$ cat src/rtl/fat12ta_pkg.sv
package fat12ta_pkg;

   localparam int ENTRY_W    = 12;
   localparam int LIMIT_W    = 13;
   localparam int ROW_BITS   = 24;
   localparam int CMD_W      = 2;
   localparam int REQ_DATA_W = 40;
   localparam int RSP_DATA_W = 32;

   localparam logic [CMD_W-1:0] CMD_READ  = 2'd0;
   localparam logic [CMD_W-1:0] CMD_WRITE = 2'd1;
   localparam logic [CMD_W-1:0] CMD_ALLOC = 2'd2;

   localparam logic [ENTRY_W-1:0]  END_MARK   = 12'hFFF;
   localparam logic [ENTRY_W-1:0]  FREE_ENTRY = 12'h000;
   // Row 0 holds the media byte F0 and the reserved entry FFF.
   localparam logic [ROW_BITS-1:0] ROW0_INIT  = 24'hFFFFF0;

   typedef logic [ENTRY_W-1:0]  entry_type;
   typedef logic [ROW_BITS-1:0] row_type;

   typedef struct packed {
      logic clr_step;
      logic load_req;
      logic rw_read;
      logic rw_exec;
      logic al_init;
      logic al_load;
      logic al_found;
      logic al_skip;
      logic al_end;
      logic set_full;
      logic publish;
   } ctrl_cmd_type;

   typedef struct packed {
      logic             clr_last;
      logic [CMD_W-1:0] cmd;
      logic             in_range;
      logic             count_zero;
      logic             past_limit;
      logic             entry_free;
      logic             last_link;
      logic             idx_odd;
   } dp_status_type;

   function automatic entry_type get_half(input row_type row, input logic odd);
      get_half = odd ? row[2*ENTRY_W-1:ENTRY_W] : row[ENTRY_W-1:0];
   endfunction

   function automatic row_type set_half(input row_type row, input logic odd,
                                        input entry_type v);
      row_type r;
      r = row;
      if (odd) begin
         r[2*ENTRY_W-1:ENTRY_W] = v;
      end else begin
         r[ENTRY_W-1:0] = v;
      end
      set_half = r;
   endfunction

endpackage

$ cat src/rtl/fat12ta_ctrl.sv
module fat12ta_ctrl (
   input  logic                       clock,
   input  logic                       reset,
   input  logic                       req_tvalid,
   output logic                       req_tready,
   output logic                       rsp_tvalid,
   input  logic                       rsp_tready,
   input  fat12ta_pkg::dp_status_type st,
   output fat12ta_pkg::ctrl_cmd_type  cmd
);

   localparam logic [3:0] S_CLEAR    = 4'd0;
   localparam logic [3:0] S_IDLE     = 4'd1;
   localparam logic [3:0] S_DISPATCH = 4'd2;
   localparam logic [3:0] S_RW_EX    = 4'd3;
   localparam logic [3:0] S_AL_RD    = 4'd4;
   localparam logic [3:0] S_AL_LD    = 4'd5;
   localparam logic [3:0] S_AL_SC    = 4'd6;
   localparam logic [3:0] S_AL_END   = 4'd7;
   localparam logic [3:0] S_DONE     = 4'd8;

   logic [3:0] state_ff, state_in;
   logic       rsp_valid_ff, rsp_valid_in;

   always_comb begin
      cmd      = '0;
      state_in = state_ff;
      unique case (state_ff)
         S_CLEAR: begin
            cmd.clr_step = 1'b1;
            if (st.clr_last) begin
               state_in = S_IDLE;
            end
         end
         S_IDLE: begin
            if (req_tvalid) begin
               cmd.load_req = 1'b1;
               state_in     = S_DISPATCH;
            end
         end
         S_DISPATCH: begin
            unique case (st.cmd)
               fat12ta_pkg::CMD_READ, fat12ta_pkg::CMD_WRITE: begin
                  if (st.in_range) begin
                     cmd.rw_read = 1'b1;
                     state_in    = S_RW_EX;
                  end else begin
                     state_in = S_DONE;
                  end
               end
               fat12ta_pkg::CMD_ALLOC: begin
                  if (st.count_zero) begin
                     state_in = S_DONE;
                  end else begin
                     cmd.al_init = 1'b1;
                     state_in    = S_AL_RD;
                  end
               end
               default: state_in = S_DONE;
            endcase
         end
         S_RW_EX: begin
            cmd.rw_exec = 1'b1;
            state_in    = S_DONE;
         end
         S_AL_RD: begin
            state_in = S_AL_LD;
         end
         S_AL_LD: begin
            cmd.al_load = 1'b1;
            state_in    = S_AL_SC;
         end
         S_AL_SC: begin
            priority if (st.past_limit) begin
               cmd.set_full = 1'b1;
               state_in     = S_DONE;
            end else if (st.entry_free) begin
               cmd.al_found = 1'b1;
               if (st.last_link) begin
                  state_in = S_AL_END;
               end else if (st.idx_odd) begin
                  state_in = S_AL_RD;
               end
            end else begin
               cmd.al_skip = 1'b1;
               if (st.idx_odd) begin
                  state_in = S_AL_RD;
               end
            end
         end
         S_AL_END: begin
            cmd.al_end = 1'b1;
            state_in   = S_DONE;
         end
         S_DONE: begin
            if (!rsp_valid_ff || rsp_tready) begin
               cmd.publish = 1'b1;
               state_in    = S_IDLE;
            end
         end
         default: state_in = S_IDLE;
      endcase
   end

   always_comb begin
      if (cmd.publish) begin
         rsp_valid_in = 1'b1;
      end else if (rsp_tready) begin
         rsp_valid_in = 1'b0;
      end else begin
         rsp_valid_in = rsp_valid_ff;
      end
   end

   always_ff @(posedge clock) begin
      if (reset) begin
         state_ff     <= S_CLEAR;
         rsp_valid_ff <= 1'b0;
      end else begin
         state_ff     <= state_in;
         rsp_valid_ff <= rsp_valid_in;
      end
   end

   assign req_tready = (state_ff == S_IDLE);
   assign rsp_tvalid = rsp_valid_ff;

endmodule

$ cat config.mk
export PLATFORM = sky130hd
export DESIGN_NAME = fat12ta_ctrl
export DESIGN_NICKNAME = d
export VERILOG_FILES = /design/src/rtl/fat12ta_pkg.sv /design/src/rtl/fat12ta_ctrl.sv
export SDC_FILE = /design/constraint.sdc
export NUM_CORES = 1
export LEC_CHECK = 0
export ABC_AREA = 1
export BUFFER_PORTS_ARGS = -buffer_cell sky130_fd_sc_hd__buf_2
export CAP_MARGIN = 30
export CORE_AREA = 5 5 42 44
export DETAILED_ROUTE_END_ITERATION = 8
export DIE_AREA = 0 0 47 49
export GPL_TIMING_DRIVEN = 0
export PLACE_DENSITY = 0.59
export RECOVER_POWER = 25
export SYNTH_ARGS = -nofsm -noshare
export SYNTH_HDL_FRONTEND = slang
export SYNTH_SLANG_ARGS = --single-unit
$ cat constraint.sdc
create_clock -name clock -period 1.25 [get_ports clock]
set_input_delay 0.125 -clock clock [delete_from_list [all_inputs] [get_ports clock]]
set_output_delay 0.125 -clock clock [all_outputs]
set_load 0.005 [all_outputs]
Yosys cells after proc, flatten, opt, wreduce, memory -nomap -nowiden. Cells that the tools add are included.

Flip-flop bits (word level): 5. Input port bits: 13. Output and inout port bits: 13.

Eq/ne operators: 13. Multiplexer cells: 33. Reductions and logical operators: 8.

Operator list (count): two-way mux 4 bit (9); case mux 4 bit (8 select lines) (1); two-way mux 1 bit (20); equality test 4 x 3 -> 1 bit, second input constant (4); equality test 4 x 2 -> 1 bit, second input constant (2); case mux 4 bit (2 select lines) (1); != test 2 bit, second input constant (3); equality test 4 x 1 -> 1 bit, second input constant (1); equality test 4 bit, second input constant (1); logical NOT 4 bit (1); two-way mux 2 bit (2); OR reduction 2 bit (2); AND reduction 3 bit (1); equality test 2 x 1 -> 1 bit, second input constant (1); equality test 2 bit, second input constant (1); logical NOT 2 bit (1); nonzero test 2 bit (1); logical NOT 1 bit (1); logical OR 1 bit (1).

Logic depth before layout (Yosys ltp).
Depth after elaboration: 5. Gate-level depth with buffers: 8. Gate-level depth less buffers: 8.

Worst setup path before layout. Ideal clock, no wire load.

Path kind: reg-to-reg. From: register state_ff[3]. To: register state_ff[1]. Setup time: 0.109 ns. Arrival time: 0.868 ns. Required time: 1.141 ns. Slack: 0.273 ns. Stages on the path, launching flop included: 8. Cells stage by stage: dfxtp_1 > inv_1 > nor2_1 > nand3_1 > nand2_1 > nor2_1 > nand2_1 > nor2_1.

Cells in the longest elaborated chain, start to end: 3. Elaborated cells on any way between the ends: 15. Classes of those cells: 11 x eq/ne; 1 x mux; 3 x reduce/logical.

RTL lines: from (decl) (RTL line fat12ta_ctrl.sv:22) `logic [3:0] state_ff, state_in;`; from (signal assigned) (RTL line fat12ta_ctrl.sv:120) `state_ff <= state_in;`; equality test 4 x 3 -> 1 bit (tied with other cells) (RTL line fat12ta_ctrl.sv:28) `unique case (state_ff)`; OR reduction 2 bit (no line) or != test 2 bit (tied branches); case mux 4 bit (8 select lines) or AND reduction 3 bit (tied branches).

Several ways; a longest one is shown, not always the timed one. A chain may end at the register's enable or synchronous reset.

==> impl_metrics.ini <==
[global_routing]
grt_antenna_before_repair = 0
grt_pass1_vias = 560
gr-usage-all-layers = 0.124
grt_max_degree = 7
grt_pass1_wl_um = 2170
grt_overflow = 0

[worst_setup_path]
critPathMaxFanout = 5
arrival_ns = 1.14
cp.depth = 6
path_buf_inv = 3
cp-start-kind = register
critPathLaunch = state_ff[0]
rrSetupSlack_ns = 0.05
crit_family = flip-flops
crit_chain = inv_4, nand2_2, nor2_4, nand3_2, inv_1, buf_2
crit_path_max_incr_delay_ns = 0.38
slowest_stage = dfxtp_4
cp-end-kind = primary output
endpoint = cmd[6]
r2r_end = state_ff[2]
worst-setup-path-type = register to primary output
crit_required_ns = 1.12
reg2reg_depth = 7
rr_startpoint = state_ff[0]

[placed_design]
place_inst = 123
dp.final_hpwl_um = 983
io_buffers = 25
gp_congestion = 0.724
place_ws_ns = 0.0826
place_area_um2 = 573

[power_and_ir_drop]
ir_worst_vdd_uv = 567
leakage_nw = 0.455
powerDensity_nw_per_um2 = 771

[sta]
fin_setup_tns_ns = -0.0243
fin_skew_ns = 0.00347
finalWorstSetupSlack_ns = -0.0130
final_max_slew_viol_count = 0
tightest_slew_ns = 0.193
period_share = 1.01
setup_viol = 3
slew_headroom = 0.871
fin_crit_ns = 1.26
rsz0062_at_grt = yes
fmax_ghz = 0.792
report.final.hold_viol_count = 0

[floorplanning]
core_region_area_um2 = 1400
initial_core_util = 0.305
dieWidth_um = 47
io_pins = 26
die_area_um2 = 2300
rows = 14
die_h_um = 49

[layout]
area_growth_pct = 86.3
fillCellCount = 144
nets = 136
design_area_um2 = 797
antenna_cells = 0
final_cells = 138
drive_above_1_share = 0.533

[yosys]
yosysSeqAreaShare = 0.234
synthMostInstantiatedCell = nor2_1
syn_avg_cell_area_um2 = 5.22
synthFlopType = dfxtp_1
synth_nets = 95
synth_top_area_cell = dfxtp_1
synth_cell_types = 13
synthTopCellsByArea = dfxtp_1 23%, nor2_1 21%, inv_1 16%, nand2_1 14%, nand3_1 11%
netlist_area_um2 = 428
synth-edff-count = 0
synth_top_area_share = 0.234
synth_commonest_cells = 24 x nor2_1, 18 x inv_1, 16 x nand2_1, 9 x nand3_1, 5 x dfxtp_1
synth_cells = 82
synth-async-reset-ratio = 0
yosysWarningCount = 0
synth_seq_cells = 5

[min_path]
hp-class = input port to register

[clock_network]
cts_tree = built
clock_latency_ns = 0.24
htree_num_levels = 1
cts.sinks = 5
cts_buffers = 3
cts_root_buf = clkbuf_4
cts_hold_buf = 0
cts_buffer_depth = 2
path_clk_slew_ns = 0.04

[job]
drv_cap = 0

[drt]
num_vias = 644
wire_per_inst_um = 11.2
drt-pass1-iter-count = 4
route.detailed.drc = 0
via_per_inst = 4.67
drt-initial-drc-count = 13
drtAntennaViolNets = 0
drt_wl_total_um = 1550

[outcome]
outcome = finished with violations
failed_checks = negative setup slack
sequential cells by signal, summed over array words and instances, names as in the netlist:
name        count
rsp_tvalid      1
state_ff        4
area by class of cell:
type	instances	area (um^2)	share of cell area
multi-input combinational	57	334	0.419
timing repair buffer	37	218	0.273
sequential	5	115	0.144
inverter	19	83.8	0.105
clock buffer	4	26.3	0.0330
tap	16	20.0	0.0251
worst reg2reg max path, stage by stage, from the launching register on:
cell and delay (ns):
dfxtp_4 0.38, inv_4 0.07, nand2_2 0.07, nor2_4 0.14, nand3_2 0.08, buf_4 0.14, buf_4 0.12, a31oi_1 0.12
metal layers:
metal | share of wire | vias up | track usage
li1 | - | 324 | -
met1 | 0.36 | 291 | 0.143
met2 | 0.55 | 25 | 0.217
met3 | 0.065 | 4 | 0.0221
met4 | 0.017 | 0 | 0.0415
met5 | 0 | - | 0
worst min-delay path by stage:
stage                from     endpoint  depth (start not counted)
global route        reset  state_ff[1]                          2
finish              reset  state_ff[1]                          2
CTS                 reset  state_ff[1]                          2
global placement    reset  state_ff[1]                          2
floorplan           reset  state_ff[2]                          1
detailed placement  reset  state_ff[2]                          2
cells by family (layout without fill, tap and decap cells):
kind of cell | after synthesis | after routing | share of synthesized area
flops | 5 | 5 | 0.234
simple gates | 55 | 55 | 0.556
buf+inv | 20 | 60 | 0.184
compound gates | 2 | 2 | 0.0263
through the flow:
stage | hold WS (ns) | total power, mW | utilization
5_1_grt | 0.0975 | 0.656 | 0.569
6_report | 0.0922 | 0.614 | 0.569
2_1_floorplan | 0.194 | 0.286 | -
3_5_place_dp | 0.337 | 0.347 | 0.409
4_1_cts | 0.0731 | 0.577 | 0.526
3_3_place_gp | 0.345 | 0.346 | 0.409
cell usage in the layout (no fill, tap or decap), types with 2 or more instances in the layout:
cell / count
buf_2: 24
buf_4: 11
clkbuf_4: 3
dfxtp_4: 4
inv_1: 15
inv_4: 3
nand2_1: 12
nand2_2: 3
nand3_1: 7
nand3_2: 2
nand3b_1: 2
nor2_1: 15
nor2_2: 5
nor2_4: 6
timing repair:
item                       in CTS  in global routing
resized for setup              28                 12
cloned                          0                  0
pin swaps                       7                  6
setup endpoints to repair      10                 12
buffers inserted                9                  3
report_power, final:
group / total (mW) / internal (mW) / switching (mW)
clock network: 0.186 / 0.121 / 0.0651
logic: 0.223 / 0.107 / 0.117
registers: 0.205 / 0.171 / 0.0342
Note: power is estimated with default switching activity, not from simulation.
